[config.mk]
export PLATFORM = sky130hd
export DESIGN_NAME = page_bitmap_shift_blit
export DESIGN_NICKNAME = d
export VERILOG_FILES = /design/src/hdl/pbsb_pkg.sv /design/src/hdl/pbsb_ram.sv /design/src/hdl/pbsb_front.sv /design/src/hdl/pbsb_fifo.sv /design/src/hdl/pbsb_back.sv /design/src/hdl/page_bitmap_shift_blit.sv
export SDC_FILE = /design/constraint.sdc
export NUM_CORES = 1
export LEC_CHECK = 0
export BUFFER_PORTS_ARGS = -buffer_cell sky130_fd_sc_hd__buf_2
export CORE_MARGIN = 2
export CORE_UTILIZATION = 44
export DETAILED_ROUTE_END_ITERATION = 8
export PLACE_DENSITY = 0.63
export SLEW_MARGIN = 20
export SYNTH_ARGS = -nofsm -noshare
export SYNTH_HDL_FRONTEND = slang
export SYNTH_SLANG_ARGS = --single-unit
[constraint.sdc]
create_clock -name clk -period 7.6 [get_ports clk]
set_input_delay 0.38 -clock clk [delete_from_list [all_inputs] [get_ports clk]]
set_output_delay 0.38 -clock clk [all_outputs]
set_load 0.1 [all_outputs]
[src/hdl/pbsb_pkg.sv]
// Shared types and constants of the page bitmap blit.
package pbsb_pkg;

  localparam int MAX_WIDTH_DEF     = 128;
  localparam int DISPLAY_PAGES_DEF = 8;
  localparam int FIFO_DEPTH        = 4;

  localparam logic [7:0] CMD_PAGE_BASE = 8'hB0;
  localparam logic [7:0] CMD_COL_HIGH  = 8'h10;
  localparam logic [7:0] COL_LOW_MASK  = 8'h0F;
  localparam logic [7:0] COL_HIGH_MASK = 8'hF0;

  localparam int CFG_IDX_W = 2;
  localparam logic [CFG_IDX_W-1:0] REG_START_COLUMN = 2'd0;
  localparam logic [CFG_IDX_W-1:0] REG_START_ROW    = 2'd1;
  localparam logic [CFG_IDX_W-1:0] REG_IMAGE_WIDTH  = 2'd2;
  localparam logic [CFG_IDX_W-1:0] REG_IMAGE_HEIGHT = 2'd3;

  typedef struct packed {
    logic [6:0] start_column;
    logic [5:0] start_row;
    logic [7:0] image_width;
    logic [6:0] image_height;
  } cfg_t;

  // One queued work entry: page commands and/or one data byte.
  typedef struct packed {
    logic       has_cmd;
    logic       has_data;
    logic [3:0] page;
    logic [6:0] start_column;
    logic [7:0] data;
  } entry_t;

endpackage

[src/hdl/pbsb_ram.sv]
// Generic single-write, registered-read RAM (read-first).
module pbsb_ram #(
  parameter int WIDTH = 8,
  parameter int DEPTH = 128
) (
  input  logic                     clk,
  input  logic                     we,
  input  logic [$clog2(DEPTH)-1:0] waddr,
  input  logic [WIDTH-1:0]         wdata,
  input  logic                     re,
  input  logic [$clog2(DEPTH)-1:0] raddr,
  output logic [WIDTH-1:0]         rdata
);

  logic [WIDTH-1:0] mem_r [DEPTH];
  logic [WIDTH-1:0] rdata_r;

  always_ff @(posedge clk) begin
    if (we) begin
      mem_r[waddr] <= wdata;
    end
    if (re) begin
      rdata_r <= mem_r[raddr];
    end
  end

  assign rdata = rdata_r;

endmodule

[src/hdl/pbsb_front.sv]
// Front end: accepts source bytes, tracks row/page position, merges spill-over.
module pbsb_front #(
  parameter int MAX_WIDTH     = pbsb_pkg::MAX_WIDTH_DEF,
  parameter int DISPLAY_PAGES = pbsb_pkg::DISPLAY_PAGES_DEF
) (
  input  logic             clk,
  input  logic             rst_n,
  input  logic             in_valid,
  output logic             in_stall,
  input  logic [7:0]       in_pixel_byte,
  input  pbsb_pkg::cfg_t   cfg,
  input  logic             fifo_full,
  output logic             push,
  output pbsb_pkg::entry_t push_entry
);

  localparam int COL_W = $clog2(MAX_WIDTH);
  localparam int WW    = COL_W + 1;
  localparam int CS_W  = (WW + 1 > 8) ? WW + 1 : 8;

  typedef enum logic [1:0] {KIND_FIRST, KIND_MID, KIND_DRAIN} kind_t;

  logic [COL_W-1:0] cc_r, cc_nxt;
  logic [3:0]       spc_r, spc_nxt;
  logic [3:0]       page_r, page_nxt;

  logic             s1_valid_r;
  kind_t            s1_kind_r;
  logic [7:0]       s1_px_r;
  logic [2:0]       s1_shift_r;
  logic             s1_has_cmd_r;
  logic             s1_has_data_r;
  logic [3:0]       s1_page_r;
  logic [6:0]       s1_scol_r;

  logic [WW-1:0]    w_eff;
  logic [6:0]       h_eff;
  logic [3:0]       pages;
  logic [3:0]       spill_end;
  logic [2:0]       shift;
  logic             drain;
  logic             last_col;
  logic [CS_W-1:0]  col_sum;
  logic             col_ok;
  logic [3:0]       page_cur;
  logic             page_ok;
  logic             write_row;
  logic [COL_W-1:0] idx;
  logic             accept;
  kind_t            kind;
  logic [7:0]       prev;
  logic [7:0]       spill;
  logic [7:0]       shifted;
  logic [7:0]       data;
  logic             s1_busy;

  always_comb begin
    if (cfg.image_width == 8'd0) begin
      w_eff = WW'(1);
    end else if (int'(cfg.image_width) > MAX_WIDTH) begin
      w_eff = WW'(MAX_WIDTH);
    end else begin
      w_eff = WW'(cfg.image_width);
    end
    if (cfg.image_height == 7'd0) begin
      h_eff = 7'd1;
    end else if (cfg.image_height > 7'd64) begin
      h_eff = 7'd64;
    end else begin
      h_eff = cfg.image_height;
    end
  end

  assign shift     = cfg.start_row[2:0];
  assign pages     = 4'((h_eff + 7'd7) >> 3);
  assign spill_end = 4'((7'(shift) + h_eff - 7'd1) >> 3);
  assign drain     = (spc_r >= pages);
  assign last_col  = (WW'(cc_r) + WW'(1)) >= w_eff;
  assign col_sum   = CS_W'(cfg.start_column) + CS_W'(cc_r);
  assign col_ok    = col_sum < CS_W'(MAX_WIDTH);
  assign page_cur  = (cc_r == '0) ? (4'(cfg.start_row[5:3]) + spc_r) : page_r;
  assign page_ok   = 5'(page_cur) < 5'(DISPLAY_PAGES);
  assign write_row = page_ok && !(drain && (spill_end < pages));
  assign idx       = cc_r & COL_W'(MAX_WIDTH - 1);
  assign accept    = in_valid && !in_stall;

  always_comb begin
    if (spc_r == 4'd0) begin
      kind = KIND_FIRST;
    end else if (!drain) begin
      kind = KIND_MID;
    end else begin
      kind = KIND_DRAIN;
    end
  end

  // Advance column / source page / display page.
  always_comb begin
    cc_nxt   = cc_r;
    spc_nxt  = spc_r;
    page_nxt = page_cur;
    if (last_col) begin
      cc_nxt = '0;
      if (drain) begin
        spc_nxt = 4'd0;
      end else begin
        spc_nxt = spc_r + 4'd1;
      end
    end else begin
      cc_nxt = cc_r + COL_W'(1);
    end
  end

  pbsb_ram #(
    .WIDTH(8),
    .DEPTH(MAX_WIDTH)
  ) u_row_buf (
    .clk  (clk),
    .we   (accept && !drain),
    .waddr(idx),
    .wdata(in_pixel_byte),
    .re   (accept),
    .raddr(idx),
    .rdata(prev)
  );

  always_ff @(posedge clk) begin
    if (!rst_n) begin
      cc_r       <= '0;
      spc_r      <= 4'd0;
      page_r     <= 4'd0;
      s1_valid_r <= 1'b0;
    end else begin
      if (!in_stall) begin
        s1_valid_r <= in_valid;
      end
      if (accept) begin
        cc_r   <= cc_nxt;
        spc_r  <= spc_nxt;
        page_r <= page_nxt;
      end
    end
  end

  always_ff @(posedge clk) begin
    if (accept) begin
      s1_kind_r     <= kind;
      s1_px_r       <= in_pixel_byte;
      s1_shift_r    <= shift;
      s1_has_cmd_r  <= write_row && (cc_r == '0);
      s1_has_data_r <= write_row && col_ok;
      s1_page_r     <= page_cur;
      s1_scol_r     <= cfg.start_column;
    end
  end

  // Merge previous page spill-over with the shifted current byte.
  assign spill   = prev >> (4'd8 - 4'(s1_shift_r));
  assign shifted = s1_px_r << s1_shift_r;

  always_comb begin
    unique case (s1_kind_r)
      KIND_FIRST: data = shifted;
      KIND_MID:   data = spill | shifted;
      KIND_DRAIN: data = spill;
      default:    data = shifted;
    endcase
  end

  assign s1_busy  = s1_valid_r && (s1_has_cmd_r || s1_has_data_r);
  assign in_stall = s1_busy && fifo_full;
  assign push     = s1_busy && !fifo_full;

  assign push_entry.has_cmd      = s1_has_cmd_r;
  assign push_entry.has_data     = s1_has_data_r;
  assign push_entry.page         = s1_page_r;
  assign push_entry.start_column = s1_scol_r;
  assign push_entry.data         = data;

endmodule

[src/hdl/pbsb_fifo.sv]
// Short queue of work entries between front end and output sequencer.
module pbsb_fifo #(
  parameter int DEPTH = pbsb_pkg::FIFO_DEPTH
) (
  input  logic             clk,
  input  logic             rst_n,
  input  logic             push,
  input  pbsb_pkg::entry_t push_entry,
  input  logic             pop,
  output pbsb_pkg::entry_t head,
  output logic             empty,
  output logic             full
);

  localparam int PTR_W = (DEPTH > 1) ? $clog2(DEPTH) : 1;
  localparam int CNT_W = $clog2(DEPTH + 1);

  pbsb_pkg::entry_t  mem_r [DEPTH];
  logic [PTR_W-1:0]  wr_ptr_r, rd_ptr_r;
  logic [CNT_W-1:0]  count_r;

  function automatic logic [PTR_W-1:0] ptr_inc(input logic [PTR_W-1:0] p);
    if (int'(p) == DEPTH - 1) begin
      return '0;
    end
    return p + PTR_W'(1);
  endfunction

  assign empty = (count_r == '0);
  assign full  = (count_r == CNT_W'(DEPTH));
  assign head  = mem_r[rd_ptr_r];

  always_ff @(posedge clk) begin
    if (!rst_n) begin
      wr_ptr_r <= '0;
      rd_ptr_r <= '0;
      count_r  <= '0;
    end else begin
      if (push) begin
        wr_ptr_r <= ptr_inc(wr_ptr_r);
      end
      if (pop) begin
        rd_ptr_r <= ptr_inc(rd_ptr_r);
      end
      if (push && !pop) begin
        count_r <= count_r + CNT_W'(1);
      end else if (pop && !push) begin
        count_r <= count_r - CNT_W'(1);
      end
    end
  end

  always_ff @(posedge clk) begin
    if (push) begin
      mem_r[wr_ptr_r] <= push_entry;
    end
  end

endmodule

[src/hdl/pbsb_back.sv]
// Output sequencer: expands queue entries into command and data transfers.
module pbsb_back (
  input  logic             clk,
  input  logic             rst_n,
  input  pbsb_pkg::entry_t head,
  input  logic             empty,
  output logic             pop,
  output logic             out_valid,
  input  logic             out_stall,
  output logic [7:0]       out_byte,
  output logic             out_is_command,
  output logic             out_last_of_run
);

  logic [1:0] step_r, step_nxt;
  logic       out_valid_r;
  logic [7:0] byte_r;
  logic       cmd_r;
  logic       last_r;

  logic       load;
  logic [7:0] cur_byte;
  logic       cur_cmd;
  logic       cur_last;
  logic [7:0] scol;

  assign load = (!out_valid_r || !out_stall) && !empty;
  assign scol = 8'(head.start_column);

  always_comb begin
    cur_byte = head.data;
    cur_cmd  = 1'b0;
    cur_last = 1'b1;
    if (head.has_cmd) begin
      case (step_r)
        2'd0: begin
          cur_byte = pbsb_pkg::CMD_PAGE_BASE + 8'(head.page);
          cur_cmd  = 1'b1;
          cur_last = 1'b0;
        end
        2'd1: begin
          cur_byte = pbsb_pkg::CMD_COL_HIGH | ((scol & pbsb_pkg::COL_HIGH_MASK) >> 4);
          cur_cmd  = 1'b1;
          cur_last = 1'b0;
        end
        2'd2: begin
          cur_byte = scol & pbsb_pkg::COL_LOW_MASK;
          cur_cmd  = 1'b1;
          cur_last = !head.has_data;
        end
        default: begin
          cur_byte = head.data;
          cur_cmd  = 1'b0;
          cur_last = 1'b1;
        end
      endcase
    end
  end

  assign pop      = load && cur_last;
  assign step_nxt = cur_last ? 2'd0 : step_r + 2'd1;

  always_ff @(posedge clk) begin
    if (!rst_n) begin
      step_r      <= 2'd0;
      out_valid_r <= 1'b0;
    end else begin
      if (load) begin
        step_r <= step_nxt;
      end
      if (!out_valid_r || !out_stall) begin
        out_valid_r <= !empty;
      end
    end
  end

  always_ff @(posedge clk) begin
    if (load) begin
      byte_r <= cur_byte;
      cmd_r  <= cur_cmd;
      last_r <= cur_last;
    end
  end

  assign out_valid       = out_valid_r;
  assign out_byte        = byte_r;
  assign out_is_command  = cmd_r;
  assign out_last_of_run = last_r;

endmodule

[src/hdl/page_bitmap_shift_blit.sv]
// Top level of the page bitmap blit with vertical shift.
//
// Usage: feed a page-packed bitmap on the input channel (in_valid, in_stall,
// in_pixel_byte), one source page row of image_width bytes after another,
// followed by one drain row of image_width bytes whose values are ignored.
// Each byte is shifted down by start_row mod 8 and merged with the spill-over
// of the previous source page, kept in a one-row buffer RAM.
// Results leave on the output channel (out_valid, out_stall, out_byte,
// out_is_command, out_last_of_run). At the first column of each written page
// three address command bytes precede the data byte; out_last_of_run marks the
// final transfer caused by one input byte. Bytes past the last column or page
// produce nothing.
// An accepted input passes the front-end stage register, the queue and the
// output register. Throughput: one input per cycle while each input yields at
// most one output transfer and out_stall is low; an input at a page start
// yields four, and in_stall rises once the four-entry queue fills.
// Users must write configuration (cfg_wr_en, cfg_index, cfg_data) only while
// idle; the block does not enforce it. Reset (rst_n low, synchronous) clears
// the position counters, the queue and the output register and restores the
// register defaults; buffer contents are not cleared. While out_stall is high
// the output transfer holds, the queue fills, then in_stall holds the input.
module page_bitmap_shift_blit #(
  parameter int MAX_WIDTH     = pbsb_pkg::MAX_WIDTH_DEF,
  parameter int DISPLAY_PAGES = pbsb_pkg::DISPLAY_PAGES_DEF
) (
  input  logic                          clk,
  input  logic                          rst_n,
  input  logic                          in_valid,
  output logic                          in_stall,
  input  logic [7:0]                    in_pixel_byte,
  output logic                          out_valid,
  input  logic                          out_stall,
  output logic [7:0]                    out_byte,
  output logic                          out_is_command,
  output logic                          out_last_of_run,
  input  logic                          cfg_wr_en,
  input  logic [pbsb_pkg::CFG_IDX_W-1:0] cfg_index,
  input  logic [7:0]                    cfg_data
);

  pbsb_pkg::cfg_t   cfg_r;
  pbsb_pkg::entry_t push_entry;
  pbsb_pkg::entry_t head;
  logic             push;
  logic             pop;
  logic             fifo_empty;
  logic             fifo_full;

  // Configuration registers; values take effect on the next input byte.
  always_ff @(posedge clk) begin
    if (!rst_n) begin
      cfg_r.start_column <= 7'd0;
      cfg_r.start_row    <= 6'd0;
      cfg_r.image_width  <= 8'd1;
      cfg_r.image_height <= 7'd8;
    end else if (cfg_wr_en) begin
      unique case (cfg_index)
        pbsb_pkg::REG_START_COLUMN: cfg_r.start_column <= cfg_data[6:0];
        pbsb_pkg::REG_START_ROW:    cfg_r.start_row    <= cfg_data[5:0];
        pbsb_pkg::REG_IMAGE_WIDTH:  cfg_r.image_width  <= cfg_data;
        pbsb_pkg::REG_IMAGE_HEIGHT: cfg_r.image_height <= cfg_data[6:0];
        default: ;
      endcase
    end
  end

  // Front end: position tracking, drop decisions, spill-over merge.
  pbsb_front #(
    .MAX_WIDTH    (MAX_WIDTH),
    .DISPLAY_PAGES(DISPLAY_PAGES)
  ) u_front (
    .clk          (clk),
    .rst_n        (rst_n),
    .in_valid     (in_valid),
    .in_stall     (in_stall),
    .in_pixel_byte(in_pixel_byte),
    .cfg          (cfg_r),
    .fifo_full    (fifo_full),
    .push         (push),
    .push_entry   (push_entry)
  );

  // Decouple front end from the output sequencer.
  pbsb_fifo #(
    .DEPTH(pbsb_pkg::FIFO_DEPTH)
  ) u_fifo (
    .clk       (clk),
    .rst_n     (rst_n),
    .push      (push),
    .push_entry(push_entry),
    .pop       (pop),
    .head      (head),
    .empty     (fifo_empty),
    .full      (fifo_full)
  );

  // Back end: one output transfer per cycle unless stalled or the queue is empty.
  pbsb_back u_back (
    .clk            (clk),
    .rst_n          (rst_n),
    .head           (head),
    .empty          (fifo_empty),
    .pop            (pop),
    .out_valid      (out_valid),
    .out_stall      (out_stall),
    .out_byte       (out_byte),
    .out_is_command (out_is_command),
    .out_last_of_run(out_last_of_run)
  );

endmodule

Yosys cells after proc, flatten, opt, wreduce, memory -nomap -nowiden
Memories as Yosys holds them, arrays and structs flattened. A register that Yosys moved wholly into a read port is not among the register bits.
Index checks and enable logic that the tools add are counted.
Storage, ports and cells
  register bits after elaboration: 90
  bits in writable memories: 1108
  input bits: 23
  word-level logic and storage cells: 133
  memories: 2
Memories
  u_front.u_row_buf.mem_r: depth 128, width 8, rd ports 1, clocked after Yosys merged registers in 1, wr ports 1, line pbsb_ram.sv:15  | logic [WIDTH-1:0] mem_r [DEPTH];
  u_fifo.mem_r: depth 4, width 21, rd ports 1, clocked after Yosys merged registers in 1, wr ports 1, line pbsb_fifo.sv:18  | pbsb_pkg::entry_t mem_r [DEPTH];
Operators by class
  $add $sub $neg: 15
  order comparisons: 7
  equal/unequal tests: 10
  shift-type cells: 2
  multiplexer cells: 33
  bitwise gates (word level): 1
  reductions and logical operators: 40
Operators with widths (count)
  $mux 8: 3
  $pmux 8 s3: 1
  $mux 7: 3
  $mux 2: 8
  $pmux 8 s2: 1
  $logic_not 7->1: 2
  $logic_and 1x1->1: 13
  $mux 1: 12
  $eq 2x1->1 const B: 5
  $logic_not 1->1: 10
  $reduce_and 2->1: 5
  $lt 9x8->1 const B: 1
  $add 7x1->8 const B: 1
  $add 7x7->8: 1
  $add 8x4->8 const A: 1
  $eq 2x2->1 const B: 4
  $ge 8x8->1: 1
  $gt 8x8->1 const B: 1
  $logic_not 8->1: 1
  $mux 4: 2
  $or 8x8->8: 1
  $shl 8x3->8: 1
  $shr 8x4->8: 1
  $add 3x7->7: 1
  23 further kinds: 28

Logic depth before layout (Yosys ltp)
  word-level depth: 10
  mapped depth: 15
  gate-level depth less buffers: 12

By module
From an unflattened synthesis, not the netlist that was laid out.
Unflattened totals
  cell total of the unflattened synthesis: 2301
  area total of the unflattened synthesis: 48245.0 µm²
By module, submodules not included
  pbsb_ram: instances 1, cells an instance 1635, area an instance 39745.6 µm², sequential area each 30989.7 µm²
  pbsb_fifo: instances 1, cells an instance 153, area an instance 3489.6 µm², sequential area each 2702.6 µm²
  pbsb_front: instances 1, cells an instance 351, area an instance 3306.9 µm², sequential area each 1101.1 µm²
  page_bitmap_shift_blit: instances 1, cells an instance 105, area an instance 1057.3 µm², sequential area each 560.5 µm²
  pbsb_back: instances 1, cells an instance 57, area an instance 645.6 µm², sequential area each 360.3 µm²

Worst setup path before layout
Ideal clock, no wire load.
  path kind: register to register
  start point: reg u_front.s1_has_data_r
  end point: mem u_front.u_row_buf.mem_r[112][0] (netlist: u_front.u_row_buf.mem_r[28][0]) (enable)
  setup time: 285 ps
  arrival time: 5137 ps
  slack: 2177 ps
  cell stages (with the launch flop): 10
  period minus slack after synthesis: 5423 ps
  path through: edfxtp_1 -> o21ai_1 -> nor4b_1 -> nand2b_1 -> clkbuf_1 -> a211oi_1 -> clkbuf_1 -> nand3_1 -> clkbuf_1 -> nor2_1
Between the ends
  cells in the longest elaborated chain, start to end: 8
RTL lines
  start: declaration: line pbsb_front.sv:32  | logic s1_has_data_r;
  start signal: assignment: line pbsb_front.sv:151  | s1_has_data_r <= write_row && col_ok;
  $logic_or 1x1->1: line pbsb_front.sv:170  | assign s1_busy = s1_valid_r && (s1_has_cmd_r || s1_has_data_r);
  $logic_and 1x1->1: line pbsb_front.sv:170
  $logic_and 1x1->1: line pbsb_front.sv:171  | assign in_stall = s1_busy && fifo_full;
  via in_stall: line page_bitmap_shift_blit.sv:29  | output logic in_stall,
  $logic_not 1->1: line pbsb_front.sv:85  | assign accept = in_valid && !in_stall;
  $logic_and 1x1->1: line pbsb_front.sv:85
  $logic_and 1x1->1: line pbsb_front.sv:119  | .we (accept && !drain),
  $mux 1: line pbsb_ram.sv:19  | if (we) begin
  $mux 1 (not written as such): line pbsb_ram.sv:20  | mem_r[waddr] <= wdata;
  end: declaration: line pbsb_ram.sv:15
The timed path passes the listed nets, and every way through them passes these cells.

Final worst setup path
  start point: reg cfg_r[0] (netlist bit)
  end point: mem u_front.u_row_buf.mem_r[404][5] (netlist: u_front.u_row_buf.mem_r[101][5]) (enable)
Between the ends
  cells in the longest elaborated chain, start to end: 9
  elaborated cells on any way between the ends: 10
  those cells by class: add/sub (1); order compare (2); mux (4); reduce/logical (3)
RTL lines
  start: declaration: line page_bitmap_shift_blit.sv:41  | pbsb_pkg::cfg_t cfg_r;
  $gt 7x7->1: line pbsb_front.sv:67  | end else if (cfg.image_height > 7'd64) begin
  $mux 7: line pbsb_front.sv:67
  $mux 7 *: line pbsb_front.sv:65  | if (cfg.image_height == 7'd0) begin
  $add 7x3->7 *: line pbsb_front.sv:75  | assign pages = 4'((h_eff + 7'd7) >> 3);
  $ge 4x4->1 *: line pbsb_front.sv:77  | assign drain = (spc_r >= pages);
  $logic_not 1->1 *
  $logic_and 1x1->1 *: line pbsb_front.sv:119
  $mux 1 *: line pbsb_ram.sv:19
  $mux 1 (not written as such) *: line pbsb_ram.sv:20
Mark *: on every way between the ends. The rest lies on a longest branch, timed or not.

==> parameters.txt <==
Parameter                              Value

Status
  Result of the run ... finished clean

Synth
  Fraction of post-synthesis cell area in the top cell type by area ... 0.711
  Synth warnings ... 0
  Post-Syn Area per Cell ... 16.8 µm²
  Post-Syn Nets ... 2961
  Synth Instances ... 2887
  Mapped Area ... 48600 µm²
  Sequential fraction of the synthesis area ... 0.734
  Share of flip-flops with an asynchronous set or reset after synthesis ... 0
  Post-synthesis cell type count ... 87
  Largest area contributor in the synthesized netlist ... edfxtp_1
  Top cells by area, synth ... edfxtp_1 (71%), mux4_2 (4.7%), mux2i_1 (2.7%), dfxtp_1 (2.3%), a221oi_1 (2.0%)
  Count of flip-flops with a built-in enable after synthesis ... 1152
  Top_reg_cell synth ... edfxtp_1
  FF+latch count, synth ... 1208

Worst setup path
  Endpoint of the most critical register-to-register path ... u_front.u_row_buf.mem_r[101][5]
  Endpoint type of the worst setup path ... register
  Required time at the endpoint of the critical path ... 7.91 ns
  FF-to-FF path depth ... 12
  Maximum fanout along the worst path ... 16
  Crit Reg-Reg Startpoint ... cfg_r[0]
  Critical path class ... reg -> reg
  Type of origin of the critical path ... register
  R2R Setup Slk ... 2.72 ns
  Setup crit end ... u_front.u_row_buf.mem_r[101][5]
  CP startpoint ... cfg_r[0]
  Arrival time at the worst endpoint ... 5.19 ns

Clock tree
  Bufs on Longest Clock Path ... 3
  Clock latency on the worst-skew pair ... 0.75 ns
  Number of setup buffers added after CTS ... 0
  CTS tree ... yes
  Clock buffers created by TritonCTS ... 118
  Sinks on the clock net ... 1208
  Library cell used as clock root buffer ... clkbuf_16
  H-tree depth ... 3
  Clk pin slew, worst setup/hold paths ... 0.06 ns

Timing
  Final min period ... 4.88 ns
  Part of the cycle the worst path needs ... 0.642
  Slew margin rel. ... 0.130
  Setup violators final ... 0
  Worst clock skew ... 0.0895 ns
  Setup repair after global routing missed its margin ... no
  Final Max Tran Viols ... 0
  Fin Setup TNS ... 0 ns
  Maximum operating frequency ... 0.205 GHz
  Tightest Pin Transition ... 1.30 ns
  Number of endpoints with negative hold slack in the final report ... 0

Floorplan
  Core Footprint ... 109000 µm²
  Area of the die ... 113000 µm²
  Starting density of the core ... 0.445
  Die Y ... 336 µm
  Die width ... 336 µm
  Total I/O pin count ... 35
  Floorplan row count ... 121

Placement
  Placed wire-length estimate after detailed placement ... 86700 µm
  Routability congestion estimate ... 0.938
  Placed cell area ... 50400 µm²
  Number of buffers inserted by port buffering ... 34

Cells and area
  Post-layout instance area ... 54200 µm²
  Commonest cells after routing, fill and taps aside ... edfxtp_1 (1152), nor2_1 (229), nand2_1 (145)
  Post-layout net count ... 2993
  Count of filler cells inserted in the layout ... 8890
  P&R area growth vs syn ... 11.5%
  Fraction of layout cells with a size suffix above 1 ... 0.160
  Commonest non-fill, non-tap cell in the layout ... edfxtp_1

Worst hold path
  Start point of the worst hold path ... cfg_data[5]
  Worst hold path class ... in -> reg
  Hold-critical path depth ... 3

Route
  DRT iter0 DRCs ... 4357
  Detailed-router iteration count before antenna repair ... 7
  Average via count per standard cell ... 6.44
  Post-route DRC violation count ... 0
  Detailed-route wire length per cell ... 32.4 µm
  Final routed wirelength across all metal layers ... 146000 µm
  Post-route ant nets ... 0
  Routed vias ... 29.0k

Global route
  Number of antenna violations at the first check in global routing ... 4
  Maximum number of pins on one net before global-route repair ... 112
  First-pass GRT wire length ... 207000 µm
  Overall fraction of global-route tracks in use ... 0.256
  Vias in the first global route ... 28.3k
  GR Overflow Total ... 0

Power and ir drop
  Areal power density over the cells ... 275 nW/µm²
  LEAKAGE ... 17.1 nW
  IR Drop Worst-Case VDD ... 0.209 mV

Flow run
  # Max-Cap Violations ... 0
[flip-flops by register name (all words and copies together) (netlist names), 2 cells and up, named ones only]
name and flops:
u_front.s1_page_r 4, u_front.u_row_buf.mem_r 1024, u_front.page_r 4, u_front.s1_kind_r 2, u_front.cc_r 7, u_front.spc_r 4, u_front.s1_shift_r 3, u_front.u_row_buf.rdata 8
cfg_r 28, u_fifo.wr_ptr_r 2, u_fifo.mem_r 84, u_front.s1_scol_r 7, u_fifo.rd_ptr_r 2, u_fifo.count_r 3, u_front.s1_px_r 8, u_back.step_r 2
u_back.out_byte 8
[power breakdown]
part	switching (mW)	total (mW)	internal, mW
registers	0.102	7.56	7.46
clock network	2.54	5.81	3.27
logic	1.07	1.52	0.449
[stage by stage]
stage	utilization	power, mW	setup WS, ns	hold slack, ns	std cells
final	0.496	14.9	2.72	0.0402	4496
after global routing	0.496	15.3	2.61	0.0293	4493
after CTS	0.496	14.9	2.78	0.00194	4493
after detailed placement	0.461	9.21	2.78	0.453	4270
after global placement	0.461	9.19	2.79	0.443	4269
after floorplan	-	8.65	2.18	0.430	2887
[synth_stat cells, types with 18 or more instances]
master    count
edfxtp_1   1152
nor2_1      232
nand2_1     150
mux2i_1     132
a221oi_1    110
mux4_2      101
clkbuf_1     82
mux2_2       79
a21oi_1      78
a22oi_1      66
buf_2        63
dfxtp_1      56
ha_1         49
o21ai_0      44
o22ai_1      39
inv_1        34
a22o_1       24
nand2b_1     23
a211oi_1     20
o221ai_1     20
a221o_1      18
nand3_1      18
[how the worst min path moves through the flow]
stage	slack (ns)	endpoint
final	0.04	cfg_r[12]
after global routing	0.03	cfg_r[8]
after CTS	0.002	cfg_r[12]
after detailed placement	0.45	u_front.page_r[1]
after global placement	0.44	u_front.page_r[1]
after floorplan	0.43	u_front.s1_shift_r[1]
[kinds of logic after synthesis]
group / count (synthesis) / share of synthesized area
AOI/OAI and AO/OA: 558 / 0.0863
xor gates and xnor gates: 15 / 0.00270
adders and majority gates: 51 / 0.0134
buffers and inverters: 223 / 0.0216
DFF: 1208 / 0.734
muxes: 317 / 0.0947
and+or+nand+nor: 515 / 0.0470
[worst max-delay path, cell delays in order (launching register included)]
cell and delay (ns):
dfxtp_1 0.32, or3_1 0.45, and2_1 0.22, or3_1 0.40, inv_1 0.08, ha_1 0.21, nand2b_1 0.14, a21o_1 0.18
a21o_1 0.20, a211oi_2 0.23, buf_4 0.27, nand3_2 0.87, nor2_1 0.94
[what timing repair did]
item	in CTS	in global routing
resized for setup	0	0
hold buffers	5	0
endpoints found under the hold margin	6	0
[per-layer routing]
layer / GRT usage / up-vias / wire, µm
met4: 0.123 / 2 / 7870
met3: 0.0544 / 433 / 16200
li1: - / 11700 / -
met2: 0.398 / 2134 / 66700
met5: 0 / - / 13
met1: 0.345 / 14700 / 54900
[area by class of cell]
type                       instances  area (µm²)  share of cell area
antenna                            3        7.51            0.000138
clock inverter                    71         758              0.0140
sequential                      1208       35700               0.659
tap                             1476        1850              0.0341
timing repair buffer              96         721              0.0133
multi-input combinational       1456       12000               0.221
clock buffer                     147        3060              0.0565
inverter                          39         153             0.00281
Note: power is estimated with default switching activity, not from simulation.
